File: src/rtl/assert_macros.svh
// Assertion macros used by the top-level RTL file.
`ifndef ASSERT_MACROS_SVH
`define ASSERT_MACROS_SVH
`ifndef ASSERT_OFF
`define ASSERT_IMPL(label, clk, rst, prop) \
  label: assert property (@(posedge clk) disable iff (rst) prop) else $error("assert failed");
`define ASSERT_NEXT(label, clk, rst, a, b) \
  label: assert property (@(posedge clk) disable iff (rst) (a) |=> (b)) else $error("assert failed");
`else
`define ASSERT_IMPL(label, clk, rst, prop)
`define ASSERT_NEXT(label, clk, rst, a, b)
`endif
`endif

File: src/rtl/fpsc_pkg.sv
// Types and constants for the farthest-point segment cover block.
`timescale 1ns / 1ps
package fpsc_pkg;
  localparam int COORD_BITS = 32;
  localparam int DIST_W = 34;
  localparam int NUM_REGS = 6;
  localparam logic [2:0] REG_SX = 3'd0;
  localparam logic [2:0] REG_SY = 3'd1;
  localparam logic [2:0] REG_SZ = 3'd2;
  localparam logic [2:0] REG_EX = 3'd3;
  localparam logic [2:0] REG_EY = 3'd4;
  localparam logic [2:0] REG_EZ = 3'd5;
  typedef enum logic [3:0] {
    ST_IDLE, ST_PROJ, ST_LEN, ST_DIV, ST_OFFS, ST_DIST, ST_SQRT, ST_UPD,
    ST_WALK_RD, ST_WALK_DIST, ST_WALK_SQRT, ST_WALK_CHK, ST_OUT
  } state_t;
endpackage

File: src/rtl/fpsc_sqrt.sv
// Bit-serial floor square root, one result bit per cycle, saturated output.
`timescale 1ns / 1ps
module fpsc_sqrt #(
  parameter int IN_W = 102
) (
  input  logic                         clk,
  input  logic                         rst,
  input  logic                         start,
  input  logic [IN_W-1:0]              radicand,
  output logic                         done,
  output logic [fpsc_pkg::DIST_W-1:0]  root
);
  localparam int RW = (IN_W + 1) / 2;
  localparam int CW = $clog2(RW + 1);
  localparam int QW = RW + fpsc_pkg::DIST_W;
  logic [IN_W+1:0] rem;
  logic [RW-1:0]   q;
  logic [2*RW-1:0] src;
  logic [CW-1:0]   cnt;
  logic            busy;
  logic [IN_W+1:0] trial;
  logic [IN_W+1:0] rem_sh;
  logic [QW-1:0]   q_wide;

  always_comb begin
    rem_sh = {rem[IN_W-1:0], src[2*RW-1 -: 2]};
    trial = {{(IN_W + 2 - RW - 2){1'b0}}, q, 2'b01};
  end

  always_ff @(posedge clk) begin
    if (rst) begin
      busy <= 1'b0;
      done <= 1'b0;
    end else begin
      done <= 1'b0;
      if (start) begin
        busy <= 1'b1;
        cnt <= CW'(RW);
        rem <= '0;
        q <= '0;
        src <= (2 * RW)'(radicand);
      end else if (busy) begin
        src <= src << 2;
        if (rem_sh >= trial) begin
          rem <= rem_sh - trial;
          q <= {q[RW-2:0], 1'b1};
        end else begin
          rem <= rem_sh;
          q <= {q[RW-2:0], 1'b0};
        end
        cnt <= cnt - 1'b1;
        if (cnt == CW'(1)) begin
          busy <= 1'b0;
          done <= 1'b1;
        end
      end
    end
  end

  always_comb begin
    q_wide = QW'(q);
    if (|(q_wide >> fpsc_pkg::DIST_W))
      root = '1;
    else
      root = q_wide[fpsc_pkg::DIST_W-1:0];
  end
endmodule

File: config.mk
export PLATFORM = sky130hd
export DESIGN_NAME = fpsc_sqrt
export DESIGN_NICKNAME = d
export VERILOG_FILES = /design/src/rtl/assert_macros.svh /design/src/rtl/fpsc_pkg.sv /design/src/rtl/fpsc_sqrt.sv
export SDC_FILE = /design/constraint.sdc
export NUM_CORES = 1
export LEC_CHECK = 0
export ABC_AREA = 1
export ABC_CLOCK_PERIOD_IN_PS = 30100
export BUFFER_PORTS_ARGS = -buffer_cell sky130_fd_sc_hd__buf_2
export CORE_MARGIN = 2
export CORE_UTILIZATION = 30
export DETAILED_ROUTE_END_ITERATION = 10
export GPL_TIMING_DRIVEN = 0
export SLEW_MARGIN = 25
export SYNTH_ARGS = -nofsm -noshare
export SYNTH_HDL_FRONTEND = slang
export SYNTH_SLANG_ARGS = --single-unit
File: constraint.sdc
create_clock -name clk -period 30.1 [get_ports clk]
set_input_delay 3.01 -clock clk [delete_from_list [all_inputs] [get_ports clk]]
set_output_delay 3.01 -clock clk [all_outputs]
set_load 0.02 [all_outputs]
==> results of run 1 <==
-- cell usage after synthesis (3+ instances only) --
master	number	area, sq um
nand2_1	1221	4580
inv_1	485	1820
nor2_1	432	1620
edfxtp_1	261	7840
nand3_1	94	470
ha_1	55	688
o21ai_0	44	220
nand4_1	43	269
xor2_1	40	350
clkbuf_1	37	139
a21oi_1	27	135
nor3_1	25	125
o21ai_1	20	100
nand3b_1	9	67.6
nor2_2	8	50.1
buf_1	6	22.5
nand2_2	6	37.5
xnor2_1	6	52.6
and2_1	5	31.3
buf_4	5	37.5
buf_6	5	56.3
nor2_4	4	45.0
nor3_2	4	40.0
buf_8	3	45.0
-- worst max-delay path by stage --
stage                from  endpoint  slack, ns
floorplan           start    cnt[0]      13.20
global placement    start   rem[32]       6.91
detailed placement  start   rem[32]      23.89
CTS                 q[40]  root[21]      24.20
global route        q[40]  root[21]      24.16
finish              q[40]  root[21]      24.33
-- per-layer routing --
metal	track usage [%]	vias up
met3	2.56	83
met1	27.8	7996
met2	31.4	522
li1	-	9124
met5	0	-
met4	5.69	4
-- sequential cells by signal, indices dropped and copies added, names as in the netlist --
signal	cells
busy	1
cnt	6
q	51
rem	102
done	1
src	102
-- tightest hold or removal path, delay by kind of cell, from the launching register on --
family           cells  cell delay [ns]
DFF                  1             0.32
and+or+nand+nor      2             0.09
-- layout make-up --
cell class / count / area (sq um) / share of cell area (%)
buffer: 59 / 318 / 1.43
antenna: 2 / 5.00 / 0.0226
multi-input combinational: 2054 / 9000 / 40.6
clock buffer: 33 / 762 / 3.44
inverter: 487 / 1830 / 8.25
tap: 846 / 1060 / 4.77
sequential: 263 / 7880 / 35.5
clock inverter: 23 / 245 / 1.11
timing repair buffer: 154 / 1070 / 4.84
-- kinds of logic after synthesis --
logic type	after synthesis	share of synthesized area [%]
flip-flops	263	41.5
AO/OA/AOI/OAI	94	2.52
XOR/XNOR	46	2.12
adder cells (fa/ha/maj)	55	3.62
buffers and inverters	546	11.3
AND/OR/NAND/NOR	1859	39.0
-- where the power goes --
part,internal (mW),total (mW),switching [mW]
Clock,0.217,0.377,0.160
Sequential,0.439,0.452,0.0136
Combinational,0.0848,0.276,0.191
==> flow_summary.ini, run 1 <==
[cells_and_area]
final_common_cell = nand2_1
final_cell_mix = 1221 x nand2_1, 485 x inv_1, 432 x nor2_1
n_fill_cell = 6965
stdcell_area_sq_mm = 0.0222
utilization_pct = 35.3
final_layout_size_suffix_gt1_share_pct = 8.07
stdcell_count = 3921
syn_to_final_growth_pct = 16.7
nets = 3209

[worst_hold_path]
holdPathStages = 2
hold_class = register to register
hp-start = src[73]
holdPathEnd = src[75]

[power_and_ir_drop]
leakage_nw = 10.9
max-vdd-ir-drop_mv = 0.0415
p_total_mw = 1.11
power.density_mw_per_mm2 = 49.9

[routing]
ant_nets = 0
highest_layer = met5
wl_per_cell_microns = 16.6
routed-wl-met2_microns = 28400
drt-initial-drc-count = 1477
routed_via_density = 4.52
dr.pass1.iters = 5
routed_wirelength_microns = 65200
drc_errors = 0
wl_met1_microns = 30400
routed-via-count = 17729
wl_met3_microns = 4310

[clock_tree]
clkTransAtPathRegs_ns = 0.06
clkLatencyLatePin_ns = 0.61
cts.sinks = 263
cts_tree = built
htreeDepth = 1
cts_root_buffer = clkbuf_16
clockBufferDepth = 3
ctsResizeCount = 0
cts_buffers = 30
ctsHoldBuffers = 0
postCtsSetupBuffers = 0

[floorplanning]
rows = 92
boundaryPins = 140
start_util_pct = 30.2
fp.dieArea_sq_mm = 0.0654
die_w_microns = 256
core_area_sq_mm = 0.0629
die_h_microns = 256

[worst_setup_path]
worstSetupPathType = register to output pin
path_depth = 7
worstPathArrival_ns = 2.76
start_kind = register
cp.required_ns = 27.09
critPathSlowestCell = clkbuf_1
cp_slowest_stage_delay_ns = 0.42
cp_cell_sequence = nor4_1, nand3_1, nor4_4, buf_4, clkbuf_1, nand2_1, buf_2
reg2regPathDepth = 12
ff2ff_setup_slack_ns = 26.97
r2r_end = rem[63]
critPathBufInv = 3
crit_family = simple AND/OR/NAND/NOR gates
r2r_start = rem[1]
worstSetupEndpointType = output pin
worstPathMaxFanout = 10

[sta]
tns_ns = 0
fin_crit_sh_pct = 19.2
period_needed_ns = 5.77
drv_slew = 0
grt_setup_unrepaired = false
setup_ws_ns = 24.33
relSlewSlack_pct = 39.1
fin_hold_ws_ns = 0.512
fin_skew_ns = 0.0276
finalSetupViolCount = 0
hold_viol_final = 0
fmax_mhz = 173
tightest_slew_ns = 0.914

[placement]
dpl_cell_area_sq_mm = 0.0212
port_buffers = 138
dpl_worst_slack_ns = 23.89
post-dp-hpwl_microns = 53500
gp_congestion = 0.995
placedCellCount = 3863

[yosys]
synth_top_flop_cell = edfxtp_1
synthCells = 2863
syn_avg_cell_area_sq_um = 6.64
ys_warn_count = 0
synth_area_sq_mm = 0.0190
async_flop_share_pct = 0
synth_cell_types = 36
ys_seq_area_share_pct = 41.5
ys_ff_latch = 263
synth-edff-count = 261
syn-num-nets = 3023

[global_routing]
grt_pass1_vias = 16873
antenna_found_initial = 6
overflow = 0
grt_max_degree = 23
grtUsageTotal_pct = 19.7
grt_pass1_wl_microns = 99100

[job]
drv_cap = 0

[run_status]
status = finished clean
No activity file was read; power rests on OpenSTA's default activity.
==> run 2, diff against run 1 <==
Settings changed: ABC_CLOCK_PERIOD_IN_PS 30100 to 5700.
Clock period 30.1 ns to 5.7 ns, I/O delays scaled along.
==> flow_summary.ini, run 2 (same netlist as run 1, synthesis figures left out) <==
[routing]
ant_nets = 0
routed-via-count = 17654
wl_per_cell_microns = 16.4
drc_errors = 0
routed_wirelength_microns = 64400
dr.pass1.iters = 5
routed_via_density = 4.50
drt-initial-drc-count = 1529

[clock_tree]
postCtsSetupBuffers = 0
htreeDepth = 1
clkTransAtPathRegs_ns = 0.06
ctsResizeCount = 0
clockBufferDepth = 3
cts_tree = built
cts.sinks = 263
cts_buffers = 30
cts_root_buffer = clkbuf_16
clkLatencyLatePin_ns = 0.61
ctsHoldBuffers = 0

[sta]
fin_skew_ns = 0.0161
fin_crit_sh_pct = 57.7
drv_slew = 0
setup_ws_ns = 2.41
relSlewSlack_pct = 27.7
tightest_slew_ns = 1.08
fmax_mhz = 304
grt_setup_unrepaired = false
hold_viol_final = 0
finalSetupViolCount = 0
period_needed_ns = 3.29

[worst_setup_path]
cp_slowest_stage_delay_ns = 0.40
worstSetupEndpointType = output pin
worstPathArrival_ns = 2.72
worstSetupPathType = register to output pin
r2r_start = rem[1]
worstPathMaxFanout = 10
cp.required_ns = 5.13
cp_cell_sequence = nor4_1, nand3_1, nor4_4, buf_6, clkbuf_1, nand2_1, buf_2
start_kind = register
startpoint = q[40]
critPathSlowestCell = clkbuf_1

[power_and_ir_drop]
max-vdd-ir-drop_mv = 0.230
p_total_mw = 5.71
leakage_nw = 10.9
power.density_mw_per_mm2 = 258

[global_routing]
grtUsageTotal_pct = 19.5
antenna_found_initial = 3
overflow = 0
grt_pass1_wl_microns = 98000
grt_pass1_vias = 16850
grt_max_degree = 23

[worst_hold_path]
hp-start = rst
hold_class = input pin to register

[cells_and_area]
nets = 3210
utilization_pct = 35.2
reg.largest.list = rem (102), src (102), q (51)
seq_area_sq_mm = 0.00788
multi_input_area_sq_mm = 0.00900
n_fill_cell = 7067
final_common_cell = nand2_1
final_cell_mix = 1221 x nand2_1, 485 x inv_1, 432 x nor2_1
syn_to_final_growth_pct = 16.4
final_layout_size_suffix_gt1_share_pct = 8.10

[placement]
gp_congestion = 0.995
port_buffers = 138
post-dp-hpwl_microns = 52800
dpl_worst_slack_ns = 2.56

[floorplanning]
rows = 92
start_util_pct = 30.2
die_h_microns = 256
fp.dieArea_sq_mm = 0.0654
boundaryPins = 140
core_area_sq_mm = 0.0629
die_w_microns = 256

[run_status]
status = finished clean

[job]
drv_cap = 0
==> run 2: cell types whose count changed in the layout (fill, tap and decap cells not counted), moves of 2 or more <==
cell	delta
clkbuf_8	+6
clkbuf_1	+5
clkinv_1	-5
bufinv_16	-4
buf_8	+3
clkinv_4	+3
clkinvlp_4	-3
buf_16	-2
==> run 2: routing by layer <==
metal  up-vias  track usage (%)  share of wire (%)
met5         -                0              0.011
met4         2             5.73                3.3
met3       101             3.09                7.0
met2       524             30.9                 43
met1      7896             27.3                 46
li1       9131                -                  -
==> run 2: worst max-delay path: cells and delay by family (launching register included) <==
family | cells | cell delay, ns
simple gates | 4 | 0.90
flops | 1 | 0.39
buf+inv | 3 | 0.81
==> run 2: cell type report <==
type | count | area share (%)
multi-input combinational | 2054 | 40.7
sequential | 263 | 35.6
inverter | 487 | 8.26
timing repair buffer | 155 | 4.83
tap | 846 | 4.79
clock buffer | 44 | 3.86
buffer | 59 | 1.48
clock inverter | 12 | 0.436
antenna | 3 | 0.0339
==> run 2: where the power goes <==
part | switching, mW | internal (mW)
clock | 0.830 | 1.04
combinational | 1.01 | 0.447
sequential | 0.0702 | 2.32
total | 1.91 | 3.80
==> run 2: final timing paths <==
check	to	slack [ns]	cells past startpoint
hold / removal	done	0.17	2
hold reg to reg	src[12]	0.50	2
setup / recovery	root[21]	2.41	7
setup reg to reg	rem[63]	2.44	12
==> run 2: through the flow <==
step / hold slack [ns] / instance area (sq um) / cells / setup TNS (ns)
6_report: 0.172 / 22100 / 3923 / 0
5_1_grt: 0.172 / 22100 / 3921 / 0
4_1_cts: 0.144 / 22100 / 3920 / 0
3_5_place_dp: 0.496 / 21200 / 3864 / 0
3_3_place_gp: 0.492 / 20800 / 3847 / -576.09
2_1_floorplan: 0.475 / 19000 / 2863 / 0
==> run 3, diff against run 2 <==
Settings changed: ABC_CLOCK_PERIOD_IN_PS 5700 to 3400.
Clock period 5.7 ns to 3.4 ns, I/O delays scaled along.
==> flow_summary.ini, run 3 (same netlist as run 1, synthesis figures left out) <==
[clock_tree]
clockBufferDepth = 3
cts.sinks = 263
clkLatencyLatePin_ns = 0.61
cts_buffers = 30
postCtsSetupBuffers = 0
clkTransAtPathRegs_ns = 0.06
cts_root_buffer = clkbuf_16
htreeDepth = 1
cts_tree = built

[sta]
finalSetupViolCount = 0
grt_setup_unrepaired = false
fin_hold_ws_ns = 0.0195
hold_viol_final = 0
tns_ns = 0
fin_skew_ns = 0.0357
fmax_mhz = 316
tightest_slew_ns = 0.900
period_needed_ns = 3.17
drv_slew = 0
setup_ws_ns = 0.231
fin_crit_sh_pct = 93.2
relSlewSlack_pct = 40.0

[worst_hold_path]
holdPathStages = 3
holdPathEnd = src[8]
hold_class = input pin to register
hp-start = radicand[8]

[floorplanning]
die_w_microns = 256
boundaryPins = 140
rows = 92
die_h_microns = 256
core_area_sq_mm = 0.0629
start_util_pct = 30.2
fp.dieArea_sq_mm = 0.0654

[cells_and_area]
nets = 3292
final_cell_mix = 1221 x nand2_1, 484 x inv_1, 432 x nor2_1
final_common_cell = nand2_1
reg.largest.list = rem (102), src (102), q (51)
stdcell_area_sq_mm = 0.0231
syn_to_final_growth_pct = 21.4
final_layout_size_suffix_gt1_share_pct = 7.98

[power_and_ir_drop]
leakage_nw = 11.2
power.density_mw_per_mm2 = 432
max-vdd-ir-drop_mv = 0.408
p_total_mw = 9.96

[worst_setup_path]
worstPathMaxFanout = 5
r2r_start = rem[43]
ff2ff_setup_slack_ns = 0.23
worstSetupPathType = register to register
start_kind = register
cp.required_ns = 3.74
r2r_end = rem[49]
worstPathArrival_ns = 3.51
reg2regPathDepth = 13
worstSetupEndpointType = register

[routing]
routed_wirelength_microns = 66300
drc_errors = 0
ant_nets = 0
wl_per_cell_microns = 16.6
drt-initial-drc-count = 1477
routed-via-count = 18139
dr.pass1.iters = 6
routed_via_density = 4.53

[global_routing]
grt_pass1_vias = 17596
overflow = 0
antenna_found_initial = 4
grt_pass1_wl_microns = 101000
grt_max_degree = 24
grtUsageTotal_pct = 20.0

[placement]
port_buffers = 138
dpl_worst_slack_ns = 0.259
gp_congestion = 1.02
dpl_cell_area_sq_mm = 0.0212
post-dp-hpwl_microns = 53500

[run_status]
status = finished clean

[job]
drv_cap = 0
[run 3: changes by cell type in the layout (fill, tap and decap cells not counted), moves of 2 or more]
cell	change
buf_16	+3
clkinv_4	-4
clkinvlp_4	+6
bufinv_16	+5
buf_8	-5
clkbuf_8	-5
clkbuf_1	-5
diode_2	-2
dlygate4sd3_1	+84
[run 3: worst max-delay path: stages (launching register included)]
cell,delay (ns)
edfxtp_1,0.40
ha_1,0.40
nand2_1,0.22
nor2_1,0.25
inv_1,0.06
nor2_1,0.24
nand2_1,0.15
nor2_1,0.20
a21boi_0,0.61
nor2_1,0.09
nand2_1,0.08
nand2_1,0.05
nor2_1,0.09
nor2_1,0.06
[run 3: how the worst max path moves through the flow]
stage,start,end,slack (ns)
finish,rem[43],rem[49],0.23
global placement,start,rem[25],-4.10
CTS,rem[1],rem[63],0.24
global route,q[35],root[13],0.03
detailed placement,rem[1],rem[63],0.26
floorplan,start,cnt[0],-1.97
[run 3: area by class of cell]
type                       instances  area [sq um]
antenna                            1          2.50
timing repair buffer             237          1910
buffer                            59           349
multi-input combinational       2054          9000
clock buffer                      35           769
fill                            6890         39800
clock inverter                    21           265
sequential                       263          7880
inverter                         487          1830
tap                              846          1060
[run 3: through the flow]
stage	std cells	util, %
floorplan	2863	-
CTS	4002	36.7
finish	4003	36.7
global route	4002	36.7
global placement	3847	33.1
detailed placement	3862	33.7
[run 3: repair_timing]
item                                   in CTS  in global routing
hold buffers                               84                  0
setup endpoints to repair                   0                  1
endpoints found under the hold margin      84                  0
resized for setup                           0                  1
[run 3: routing by layer]
metal  up-vias  GRT usage, %  part of all wire [%]
li1       9294             -                     -
met1      8246          27.5                    47
met2       510          32.1                    43
met3        87          3.44                   6.6
met4         2          5.91                   3.1
met5         -             0                 0.017
[run 3: power by group]
part	leakage (nW)	internal, mW	switching, mW
Combinational	8.21	0.818	1.72
Clock	0.484	2.01	1.41
Sequential	2.56	3.88	0.119
